<file path="config.mk">
export PLATFORM = sky130hd
export DESIGN_NAME = fat_cluster_chain_walker_top
export DESIGN_NICKNAME = d
export VERILOG_FILES = /design/src/rtl/fcw_pkg.sv /design/src/rtl/fcw_store.sv /design/src/rtl/fcw_seq.sv /design/src/rtl/fat_cluster_chain_walker_top.sv
export SDC_FILE = /design/constraint.sdc
export NUM_CORES = 2
export LEC_CHECK = 0
export BUFFER_PORTS_ARGS = -buffer_cell sky130_fd_sc_hd__buf_4
export CORE_UTILIZATION = 56
export DETAILED_ROUTE_END_ITERATION = 10
export PLACE_DENSITY = 0.75
export SLEW_MARGIN = 20
export SYNTH_ARGS = -nofsm -noshare
export SYNTH_HDL_FRONTEND = slang
export SYNTH_SLANG_ARGS = --single-unit
export TNS_END_PERCENT = 20
</file>
<file path="constraint.sdc">
create_clock -name aclk -period 3.87 [get_ports aclk]
set_input_delay 0.774 -clock aclk [delete_from_list [all_inputs] [get_ports aclk]]
set_output_delay 0.774 -clock aclk [all_outputs]
set_load 0.1 [all_outputs]
</file>
<file path="src/rtl/fcw_pkg.sv">
`default_nettype none
// ----------------------------------------------------------------------------
// fcw_pkg: shared definitions of the cluster chain walker
// Table geometry, field widths, codes and the structs passed between modules.
// ----------------------------------------------------------------------------
package fcw_pkg;

    // table geometry
    localparam int TABLE_DEPTH = 64;
    localparam int ADDR_W      = $clog2(TABLE_DEPTH);
    localparam int ENTRY_W     = 28;
    localparam int LIMIT_W     = 7;
    localparam int TOTAL_W     = 6;
    localparam int COUNT_W     = 7;

    // cluster value classes
    localparam logic [31:0] END_OF_CHAIN = 32'h0FFF_FFF8;
    localparam logic [31:0] FIRST_DATA   = 32'd2;
    localparam logic [TOTAL_W-1:0] MAX_CLUSTERS = 6'd62;

    // status codes of the final item
    localparam logic [1:0] STATUS_OK      = 2'd0;
    localparam logic [1:0] STATUS_RANGE   = 2'd1;
    localparam logic [1:0] STATUS_INVALID = 2'd2;

    // item opcodes
    localparam logic OP_WALK  = 1'b0;
    localparam logic OP_WRITE = 1'b1;

    // configuration register indexes
    localparam logic CFG_TOTAL_CLUSTERS = 1'b0;
    localparam logic CFG_TABLE_ENTRIES  = 1'b1;

    // effective configuration seen by the sequencer
    typedef struct packed {
        logic [TOTAL_W-1:0] total;
        logic [LIMIT_W-1:0] limit;
    } fcw_cfg_t;

    // table write request
    typedef struct packed {
        logic              en;
        logic [ADDR_W-1:0] addr;
        logic [ENTRY_W-1:0] data;
    } fcw_wr_t;

    // one result item
    typedef struct packed {
        logic        cluster_valid;
        logic [31:0] cluster_number;
        logic [1:0]  status;
        logic [31:0] error_detail;
        logic        last;
    } fcw_item_t;

endpackage
`default_nettype wire

</file>
<file path="src/rtl/fcw_store.sv">
`default_nettype none
// ----------------------------------------------------------------------------
// fcw_store: allocation table storage
// One write and one registered read per cycle; per-entry valid bits make an
// entry that was never written since reset read as zero (free).
// ----------------------------------------------------------------------------
module fcw_store (
    input  wire logic                         aclk,
    input  wire logic                         aresetn,
    input  wire fcw_pkg::fcw_wr_t             wr,
    input  wire logic                         rd_en,
    input  wire logic [fcw_pkg::ADDR_W-1:0]   rd_addr,
    output logic [fcw_pkg::ENTRY_W-1:0]       rd_data
);

    logic [fcw_pkg::ENTRY_W-1:0]     mem [fcw_pkg::TABLE_DEPTH];
    logic [fcw_pkg::TABLE_DEPTH-1:0] valid_reg;
    logic [fcw_pkg::ENTRY_W-1:0]     rd_data_reg;
    logic                            rd_valid_reg;

    // entry storage and registered read
    always_ff @(posedge aclk) begin
        if (wr.en) begin
            mem[wr.addr] <= wr.data;
        end
        if (rd_en) begin
            rd_data_reg <= mem[rd_addr];
        end
    end

    // valid bits, cleared at reset
    always_ff @(posedge aclk) begin
        if (!aresetn) begin
            valid_reg    <= '0;
            rd_valid_reg <= 1'b0;
        end else begin
            if (wr.en) begin
                valid_reg[wr.addr] <= 1'b1;
            end
            if (rd_en) begin
                rd_valid_reg <= valid_reg[rd_addr];
            end
        end
    end

    assign rd_data = rd_valid_reg ? rd_data_reg : '0;

endmodule
`default_nettype wire

</file>
<file path="src/rtl/fcw_seq.sv">
`default_nettype none
// ----------------------------------------------------------------------------
// fcw_seq: chain walk sequencer
// Steps one cluster at a time through the table with a shared classify and
// compare unit, and holds the result item register.
// ----------------------------------------------------------------------------
module fcw_seq (
    input  wire logic                         aclk,
    input  wire logic                         aresetn,
    input  wire fcw_pkg::fcw_cfg_t            cfg,
    input  wire logic                         s_tvalid,
    output logic                              s_tready,
    input  wire logic                         opcode,
    input  wire logic [31:0]                  start_cluster,
    input  wire logic [5:0]                   entry_index,
    input  wire logic [31:0]                  entry_value,
    output fcw_pkg::fcw_wr_t                  wr,
    output logic                              rd_en,
    output logic [fcw_pkg::ADDR_W-1:0]        rd_addr,
    input  wire logic [fcw_pkg::ENTRY_W-1:0]  rd_data,
    output logic                              m_valid,
    input  wire logic                         m_ready,
    output fcw_pkg::fcw_item_t                m_item
);

    typedef enum logic [1:0] {
        ST_IDLE,
        ST_CHECK,
        ST_WAIT,
        ST_RANGE
    } state_t;

    state_t                        state_reg;
    logic [31:0]                   cur_reg;
    logic [fcw_pkg::COUNT_W-1:0]   count_reg;
    logic                          m_valid_reg;
    fcw_pkg::fcw_item_t            m_item_reg;
    fcw_pkg::fcw_item_t            m_item_next;

    logic out_free;
    logic accept;
    logic load_item;
    logic is_data;
    logic is_end;
    logic count_full;
    logic over_limit;

    // shared classify and compare unit on the current cluster value
    always_comb begin
        is_data    = (cur_reg >= fcw_pkg::FIRST_DATA) &&
                     (cur_reg < (32'(cfg.total) + fcw_pkg::FIRST_DATA));
        is_end     = (cur_reg >= fcw_pkg::END_OF_CHAIN);
        count_full = (count_reg >= {1'b0, cfg.total});
        over_limit = (cur_reg >= 32'(cfg.limit));
    end

    assign out_free = !m_valid_reg || m_ready;
    assign s_tready = (state_reg == ST_IDLE) && out_free;
    assign accept   = s_tvalid && s_tready;

    // table write on an accepted write item
    always_comb begin
        wr.en   = accept && (opcode == fcw_pkg::OP_WRITE) &&
                  (32'(entry_index) < 32'(fcw_pkg::TABLE_DEPTH));
        wr.addr = entry_index[fcw_pkg::ADDR_W-1:0];
        wr.data = entry_value[fcw_pkg::ENTRY_W-1:0];
    end

    // table read of the cluster just emitted
    assign rd_en   = (state_reg == ST_CHECK) && out_free && is_data &&
                     !count_full && !over_limit;
    assign rd_addr = cur_reg[fcw_pkg::ADDR_W-1:0];

    // next result item and when it enters the output register
    always_comb begin
        load_item   = 1'b0;
        m_item_next = '0;
        case (state_reg)
            ST_IDLE: begin
                if (accept && (opcode == fcw_pkg::OP_WRITE)) begin
                    load_item        = 1'b1;
                    m_item_next.last = 1'b1;
                end
            end
            ST_CHECK: begin
                if (out_free) begin
                    load_item = 1'b1;
                    if (!is_data) begin
                        m_item_next.last = 1'b1;
                        if (!is_end) begin
                            m_item_next.status       = fcw_pkg::STATUS_INVALID;
                            m_item_next.error_detail = cur_reg;
                        end
                    end else if (count_full) begin
                        m_item_next.last         = 1'b1;
                        m_item_next.status       = fcw_pkg::STATUS_RANGE;
                        m_item_next.error_detail = 32'(count_reg);
                    end else begin
                        m_item_next.cluster_valid  = 1'b1;
                        m_item_next.cluster_number = cur_reg;
                    end
                end
            end
            ST_RANGE: begin
                if (out_free) begin
                    load_item                = 1'b1;
                    m_item_next.last         = 1'b1;
                    m_item_next.status       = fcw_pkg::STATUS_RANGE;
                    m_item_next.error_detail = cur_reg;
                end
            end
            default: begin
            end
        endcase
    end

    // sequencer and result item register
    always_ff @(posedge aclk) begin
        if (!aresetn) begin
            state_reg   <= ST_IDLE;
            cur_reg     <= '0;
            count_reg   <= '0;
            m_valid_reg <= 1'b0;
            m_item_reg  <= '0;
        end else begin
            if (load_item) begin
                m_valid_reg <= 1'b1;
                m_item_reg  <= m_item_next;
            end else if (m_ready) begin
                m_valid_reg <= 1'b0;
            end
            case (state_reg)
                ST_IDLE: begin
                    if (accept && (opcode == fcw_pkg::OP_WALK)) begin
                        cur_reg   <= start_cluster;
                        count_reg <= '0;
                        state_reg <= ST_CHECK;
                    end
                end
                ST_CHECK: begin
                    if (out_free) begin
                        if (!is_data || count_full) begin
                            state_reg <= ST_IDLE;
                        end else begin
                            count_reg <= count_reg + fcw_pkg::COUNT_W'(1);
                            state_reg <= over_limit ? ST_RANGE : ST_WAIT;
                        end
                    end
                end
                ST_WAIT: begin
                    cur_reg   <= 32'(rd_data);
                    state_reg <= ST_CHECK;
                end
                ST_RANGE: begin
                    if (out_free) begin
                        state_reg <= ST_IDLE;
                    end
                end
                default: begin
                    state_reg <= ST_IDLE;
                end
            endcase
        end
    end

    assign m_valid = m_valid_reg;
    assign m_item  = m_item_reg;

    // a cluster item never closes a response
    a_cluster_not_last: assert property (@(posedge aclk) disable iff (!aresetn)
        m_valid_reg && m_item_reg.cluster_valid |-> !m_item_reg.last)
        else $error("cluster item marked last");

    // a table read is always followed by the load cycle
    a_read_then_wait: assert property (@(posedge aclk) disable iff (!aresetn)
        rd_en |=> (state_reg == ST_WAIT))
        else $error("table read without load cycle");

    // reads stay inside the table in use
    a_read_in_table: assert property (@(posedge aclk) disable iff (!aresetn)
        rd_en |-> (cur_reg < 32'(cfg.limit)))
        else $error("table read beyond limit");

    // walk count stays within the cluster guard
    a_count_bound: assert property (@(posedge aclk) disable iff (!aresetn)
        count_reg <= {1'b0, fcw_pkg::MAX_CLUSTERS})
        else $error("walk count beyond guard");

    // a write item is answered in the next cycle with an acknowledge item
    a_write_ack: assert property (@(posedge aclk) disable iff (!aresetn)
        accept && (opcode == fcw_pkg::OP_WRITE) |=>
            m_valid_reg && m_item_reg.last && !m_item_reg.cluster_valid)
        else $error("write item not acknowledged");

endmodule
`default_nettype wire

</file>
<file path="src/rtl/fat_cluster_chain_walker_top.sv">
`default_nettype none
// ----------------------------------------------------------------------------
// fat_cluster_chain_walker_top: FAT32 cluster chain walker
// Allocation table with write and chain walk items on stream channels.
// ----------------------------------------------------------------------------
// Usage:
//   s_ channel takes one item at a time; s_tuser is the opcode (0 walk,
//   1 write). A write item stores the low 28 bits of entry_value and is
//   answered by one acknowledge item in the cycle after acceptance.
//   A walk item yields one m_ item per chain cluster (m_tuser high) and
//   then one status item with m_tlast high.
//   Timing: each cluster passes through ST_CHECK (classify and emit with
//   the table read) and then ST_WAIT (load), paced by the loop through
//   the single registered table read port. s_tready stays low until the
//   final item of a walk is being taken from the output register.
//   When m_tready is low the output register holds its item and the walk
//   pauses; nothing is dropped.
//   Reset: all table entries read as free (zero) at once through valid
//   bits, total_clusters = 0, table_entries = 64. No clearing pass.
//   Configuration: cfg_we writes cfg_wdata into register cfg_index (0 total_clusters,
//   1 table_entries); the user must do so only while the block is idle (unchecked).
// ----------------------------------------------------------------------------
module fat_cluster_chain_walker_top (
    input  wire logic        aclk,
    input  wire logic        aresetn,
    input  wire logic        cfg_we,
    input  wire logic        cfg_index,
    input  wire logic [6:0]  cfg_wdata,
    input  wire logic        s_tvalid,
    output logic             s_tready,
    // s_tdata: start_cluster[31:0], entry_index[37:32], entry_value[69:38], zero pad
    input  wire logic [71:0] s_tdata,
    // s_tuser: opcode
    input  wire logic        s_tuser,
    output logic             m_tvalid,
    input  wire logic        m_tready,
    // m_tdata: cluster_number[31:0], status[33:32], error_detail[65:34], zero pad
    output logic [71:0]      m_tdata,
    // m_tuser: cluster_valid
    output logic             m_tuser,
    output logic             m_tlast
);

    logic [fcw_pkg::TOTAL_W-1:0] total_clusters_reg;
    logic [fcw_pkg::LIMIT_W-1:0] table_entries_reg;
    fcw_pkg::fcw_cfg_t           cfg;
    fcw_pkg::fcw_wr_t            wr;
    logic                        rd_en;
    logic [fcw_pkg::ADDR_W-1:0]  rd_addr;
    logic [fcw_pkg::ENTRY_W-1:0] rd_data;
    fcw_pkg::fcw_item_t          m_item;

    // configuration registers
    always_ff @(posedge aclk) begin
        if (!aresetn) begin
            total_clusters_reg <= '0;
            table_entries_reg  <= fcw_pkg::LIMIT_W'(fcw_pkg::TABLE_DEPTH);
        end else if (cfg_we) begin
            case (cfg_index)
                fcw_pkg::CFG_TOTAL_CLUSTERS: total_clusters_reg <= cfg_wdata[5:0];
                fcw_pkg::CFG_TABLE_ENTRIES:  table_entries_reg  <= cfg_wdata;
                default: begin
                end
            endcase
        end
    end

    // clamp to the guard count and the physical table size
    always_comb begin
        cfg.total = (total_clusters_reg > fcw_pkg::MAX_CLUSTERS) ?
                    fcw_pkg::MAX_CLUSTERS : total_clusters_reg;
        cfg.limit = (table_entries_reg > fcw_pkg::LIMIT_W'(fcw_pkg::TABLE_DEPTH)) ?
                    fcw_pkg::LIMIT_W'(fcw_pkg::TABLE_DEPTH) : table_entries_reg;
    end

    fcw_store u_store (
        .aclk    (aclk),
        .aresetn (aresetn),
        .wr      (wr),
        .rd_en   (rd_en),
        .rd_addr (rd_addr),
        .rd_data (rd_data)
    );

    fcw_seq u_seq (
        .aclk          (aclk),
        .aresetn       (aresetn),
        .cfg           (cfg),
        .s_tvalid      (s_tvalid),
        .s_tready      (s_tready),
        .opcode        (s_tuser),
        .start_cluster (s_tdata[31:0]),
        .entry_index   (s_tdata[37:32]),
        .entry_value   (s_tdata[69:38]),
        .wr            (wr),
        .rd_en         (rd_en),
        .rd_addr       (rd_addr),
        .rd_data       (rd_data),
        .m_valid       (m_tvalid),
        .m_ready       (m_tready),
        .m_item        (m_item)
    );

    // result item packing
    assign m_tdata = {6'd0, m_item.error_detail, m_item.status, m_item.cluster_number};
    assign m_tuser = m_item.cluster_valid;
    assign m_tlast = m_item.last;

endmodule
`default_nettype wire

</file>
Word level (Yosys, flattened, before mapping):

Memories as Yosys holds them, arrays and structs flattened. A register that Yosys moved wholly into a read port is not among the register bits.
Index checks and enable logic that the tools add are counted.

* add/subtract/negate cells: 2
* mux-type cells: 35
* equality and inequality tests: 7
* magnitude comparators: 10
* reduce and logical (&&, ||, !) cells: 26
* bitwise gates (word level): 3

Operators with widths (count)
* 34-bit two-way mux: 3
* 33-bit two-way mux: 3
* 68-bit two-way mux: 1
* 34-bit case mux with 2 select lines: 1
* 64-bit bitwise OR: 1
* 32-bit case mux with 2 select lines: 1
* 35-bit two-way mux: 1
* 32-bit by 2-bit greater-or-equal comparator with 1-bit output, second input constant: 1
* 32-bit by 28-bit greater-or-equal comparator with 1-bit output, second input constant: 1
* 32-bit by 7-bit greater-or-equal comparator with 1-bit output: 1
* 32-bit < comparator: 1
* 32-bit two-way mux: 1
* 28-bit two-way mux: 1
* 7-bit two-way mux: 4
* 6-bit by 7-bit < comparator with 1-bit output, second input constant: 2
* 7-bit case mux with 2 select lines: 1
* 1-bit logical AND: 10
* 1-bit two-way mux: 8
* 2-bit two-way mux: 4
* 2-bit case mux with 4 select lines: 1
* 6-bit by 2-bit adder with 7-bit output, second input constant: 1
* 7-bit by 1-bit adder with 7-bit output, second input constant: 1
* 7-bit by 6-bit greater-or-equal comparator with 1-bit output: 1
* 7-bit > comparator, second input constant: 1
* other kinds (20): 32

* memories kept: 1
* logic and storage cells: 97
* output and inout bits: 76
* memory bits (writable): 1792
* bits of input ports: 86
* register bits after elaboration: 188

Memories
* u_store.mem: words 64, bits a word 28, rd ports 1, clocked after Yosys merged registers in 1, write ports 1, RTL line fcw_store.sv:16 `logic [fcw_pkg::ENTRY_W-1:0] mem [fcw_pkg::TABLE_DEPTH];`

Longest topological paths before layout:

* word-level depth: 10
* depth in mapped cells: 13

By module:

From an unflattened synthesis, not the netlist that was laid out.

* cell total of the unflattened synthesis: 3575
* area total of the unflattened synthesis: 77465.5 um2

Modules (own cells, without submodules)
* fcw_store: area each 71646.2 um2, instances 1, cells each 2917
* fcw_seq: area each 5153.7 um2, instances 1, cells each 578
* fat_cluster_chain_walker_top: area each 665.6 um2, instances 1, cells each 80

Worst setup path after synthesis:

OpenSTA, ideal clock, no wires.

* path type: register to register
* start point: register u_seq.m_valid_reg (netlist: u_seq.m_valid)
* end point: register u_seq.cur_reg[26]
* path slack: -445 ps
* required time: 3784 ps
* buffers on the path: 2
* cell stages (with the launch flop): 8
* period minus slack after synthesis: 4315 ps
* arrival time: 4229 ps
* cell sequence: dfxtp_1 > nor2b_1 > nor3_1 > nand3b_1 > clkbuf_1 > buf_2 > mux2i_1 > a211oi_1

* longest elaborated chain between the ends: 7

Ends and longest elaborated chain
* from (decl): RTL line fcw_seq.sv:36 `logic m_valid_reg;`
* from (signal assigned): RTL line fcw_seq.sv:123 `m_valid_reg <= 1'b0;`
* from (signal assigned): RTL line fcw_seq.sv:127 `m_valid_reg <= 1'b1;`
* from (signal assigned): RTL line fcw_seq.sv:130 `m_valid_reg <= 1'b0;`
* 1-bit logical NOT: RTL line fcw_seq.sv:57 `assign out_free = !m_valid_reg || m_ready;`
* 1-bit logical OR: RTL line fcw_seq.sv:57
* 1-bit logical AND: RTL line fcw_seq.sv:58 `assign s_tready = (state_reg == ST_IDLE) && out_free;`
* net s_tready: RTL line fat_cluster_chain_walker_top.sv:30 `output logic s_tready,`
* 1-bit logical AND: RTL line fcw_seq.sv:59 `assign accept = s_tvalid && s_tready;`
* 1-bit logical AND: RTL line fcw_seq.sv:134 `if (accept && (opcode == fcw_pkg::OP_WALK)) begin`
* 2-bit != test (no source line)
* 2-bit AND reduction (no source line)
* to (signal assigned): RTL line fcw_seq.sv:135 `cur_reg <= start_cluster;`
* to (signal assigned): RTL line fcw_seq.sv:151 `cur_reg <= 32'(rd_data);`
* to (decl): RTL line fcw_seq.sv:34 `logic [31:0] cur_reg;`

The timed path passes the listed nets, and every way through them passes these cells.
A chain may end at the register's enable or synchronous reset.

Worst setup path after layout:

* start point: register u_seq.cur_reg[0]
* end point: register u_store.rd_data_reg[27] (netlist name) (read register of u_store.mem), enable pin

* longest elaborated chain between the ends: 5

Ends and longest elaborated chain
* 32-bit by 2-bit greater-or-equal comparator with 1-bit output or 32-bit < comparator (tied branches): RTL line fcw_seq.sv:50, fcw_seq.sv:51
* 1-bit logical AND: RTL line fcw_seq.sv:50 `is_data = (cur_reg >= fcw_pkg::FIRST_DATA) &&`
* 1-bit logical AND (2 in series): RTL line fcw_seq.sv:70 `assign rd_en = (state_reg == ST_CHECK) && out_free && is_data &&`
* 1-bit logical AND *: RTL line fcw_seq.sv:71 `!count_full && !over_limit;`
* net rd_en: RTL line fat_cluster_chain_walker_top.sv:48 `logic rd_en;`
* to (decl): RTL line fcw_store.sv:18 `logic [fcw_pkg::ENTRY_W-1:0] rd_data_reg;`

The timed path passes the listed nets; every way through them passes the cells marked *.

==> metrics.log <==
[metrics] result of the run: complete, no violations
[metrics] unrepaired setup endpoints after global routing: no
[metrics] CP startpoint kind: flop
[metrics] number of iterations in the first detailed-routing pass: 8
[metrics] slew at the pin closest to its max-slew limit: about 1100 ps
[metrics] initial cell density of the core: around 57%
[metrics] Max clock buf depth: 3
[metrics] number of design rule violations left after detail routing: 0
[metrics] Area Overhead vs Synth: 14.0%
[metrics] number of synthesized flops with an enable pin: roughly 1800
[metrics] buffers inserted during post-CTS setup optimization: 0
[metrics] largest net degree at the start of global routing: 75
[metrics] cell count after synthesis: between 3000 and 4000
[metrics] Final Critical Period: between 3000 and 4000 ps
[metrics] worst slew margin relative to its limit: 24.9%
[metrics] cell types occupying the most area after synthesis: edfxtp_1 (71%), mux4_2 (15%), dfxtp_1 (4.9%)
[metrics] vias after detailed routing: ~40000
[metrics] initial antenna violation count: 17
[metrics] critical path data required time: ~4300 ps
[metrics] area enclosed by the die boundary: ~140000 um2
[metrics] share of the synthesized area in the top cell type: approximately 71%
[metrics] most common cell in the synthesized netlist: edfxtp_1
[metrics] VDD IR-drop max: roughly 0.48 mV
[metrics] number of flip-flops in the largest register: between 1500 and 2000
[metrics] maximum net fanout on the critical path: 29
[metrics] dominant register cell in the synthesized netlist: edfxtp_1
[metrics] kind of critical path: flop to flop
[metrics] Synth warnings: 0
[metrics] number of primary I/O pins: ~160
[metrics] number of nets still failing antenna checks after routing: 0
[metrics] synthesized area divided by synthesized cell count: between 20 and 25 um2
[metrics] H-tree depth: 4
[metrics] highest achievable clock rate: 0.282 GHz
[metrics] fraction of the cycle the final worst path needs: around nine tenths
[metrics] Layout Skew: 28.5 ps
[metrics] number of port buffers: about 150
[metrics] wire length of the first global-routing pass: approximately 280000 um
[metrics] detailed-route wire length per cell: roughly 33 um
[metrics] data arrival time of the critical path: around 4000 ps
[metrics] clock transition at the register clock pins on the worst setup and hold paths after CTS: roughly 60 ps
[metrics] fraction of final layout cells sized beyond drive strength 1: ~29%
[metrics] Net count, final: 4094
[metrics] clock sink count: between 2000 and 2500
[metrics] kind of end point of the critical path: flop
[metrics] vias per inst: around 6.7
[metrics] biggest area consumer among synthesized cells: edfxtp_1
[metrics] CORE AREA: around 140000 um2
[metrics] number of max-cap violations: 0
[metrics] TritonCTS clock tree: yes
[metrics] total length of routed wires: approximately 190000 um
[metrics] max-slew violation total from the final report: 0
[metrics] setup violators final: 0
[metrics] area of the mapped netlist: between 70000 and 80000 um2
[metrics] number of storage elements in the synthesis netlist: approximately 2000
[metrics] worst hold path class: input pin to flop
[metrics] die height: between 300 and 400 um
[metrics] TritonCTS Buffers: ~190
[metrics] cell chosen for the clock root: clkbuf_16
[metrics] DP Wirelength: roughly 110000 um
[metrics] static leakage: about 28 nW
[metrics] aggregate global-route resource usage: roughly 28%
[metrics] standard-cell rows: roughly 140
[metrics] worst hold margin: about 220 ps
[metrics] Distinct cells, synth: 66
[metrics] proportion of synthesized chip area in sequential cells: approximately 76%
[metrics] clock latency at the later pin of the worst-skew pair: 820 ps
[metrics] remaining global-route overflow: 0
[metrics] width of the chip: about 370 um
[metrics] Async S/R FF share, synth: 0%
[metrics] vias in the first global route: 39716
[metrics] top cells by count, synth: edfxtp_1 (1820), mux4_2 (504), dfxtp_1 (188), nor2_1 (182), mux2i_1 (130)
[metrics] final total negative setup slack: 0 ps
[metrics] pwr/cell area: a little over 500 nW/um2
[metrics] count of hold buffers inserted by post-cts repair: 0
[metrics] number of cells upsized or downsized after cts: 0
[metrics] drt initial violations: ~5400
[metrics] routability congestion estimate from global placement: 0.856
[metrics] count of final hold-check violations: 0
-- kinds of logic (layout without fill, tap and decap cells) --
kind of cell,count (synthesis),count (layout),synth area share (%)
multiplexers,641,641,16.5
adder cells (fa/ha/maj),21,21,0.341
XOR/XNOR,3,3,0.0341
AND/OR/NAND/NOR,407,407,2.48
flip-flops,2008,2008,75.9
other,1,15,0.00487
buffers and inverters,238,699,1.48
AO/OA/AOI/OAI,360,360,3.22
-- area by class of cell --
cell class | count | area [um2]
antenna | 9 | 22.5
clock buffer | 243 | 5150
clock inverter | 105 | 763
fill | 8575 | 48300
inverter | 14 | 56.3
multi-input combinational | 1438 | 17900
sequential | 2008 | 58400
tap | 1781 | 2230
timing repair buffer | 337 | 3120
-- path summary, 6_finish.rpt --
| path | from | end | slack, ps | cells after the start |
|---|---|---|---|---|
| worst min-delay path | cfg_wdata[5] | total_clusters_reg[5] | 220 | 3 |
| worst min register to register | u_seq.m_item[67] | u_seq.m_item[67] | 460 | 2 |
| worst max register to register | u_seq.cur_reg[0] | u_store.rd_data_reg[27] | 320 | 8 |
| worst max-delay path | u_seq.cur_reg[0] | u_store.rd_data_reg[27] | 320 | 8 |
-- placed cells by master (no fill, tap or decap), types with 21 or more instances in the layout --
master,n
a211oi_1,54
a21oi_1,93
a22o_1,25
and3_1,32
buf_12,47
buf_4,290
clkbuf_1,36
clkbuf_16,194
clkinv_1,42
clkinv_2,39
dfxtp_1,182
edfxtp_1,1820
ha_1,21
mux2i_1,130
mux4_2,504
nand2_1,59
nand3_1,39
nor2_1,118
nor2_4,64
nor2b_1,29
o21a_1,34
o21ai_0,24
o221ai_1,22
o22ai_1,32
-- metrics by stage --
step                      setup slack, ps  area, um2  instances  util [%]  power, W
after floorplan                      52.8      77000       3684         -    0.0257
after global placement                206      81800       5578      60.1    0.0267
after detailed placement              202      81800       5578      60.1    0.0268
after CTS                             433      87700       5926      64.5    0.0443
after global routing                  264      87700       5933      64.5    0.0453
final                                 319      87700       5935      64.5    0.0442
-- report_power, final --
group          switching [W]  total (W)  internal, W
combinational        0.00163    0.00258     0.000947
sequential         0.0000798     0.0238       0.0237
clock                0.00786     0.0178      0.00997
total                0.00958     0.0442       0.0346
-- routing by layer --
| metal | track usage [%] | routed length [um] |
|---|---|---|
| met4 | 11.2 | 7580 |
| met2 | 44.3 | 92800 |
| met1 | 38.5 | 72100 |
| met3 | 6.83 | 22100 |
| met5 | 0 | 35 |
-- critical path, stage by stage, from the launching register on --
cell and delay, ps:
dfxtp_4 680, inv_1 460, ha_1 400, nand2b_1 140, a21o_1 170, a21o_1 170, a31oi_1 500, and3_1 250
buf_4 410
Power figures use the tool's default switching activity.
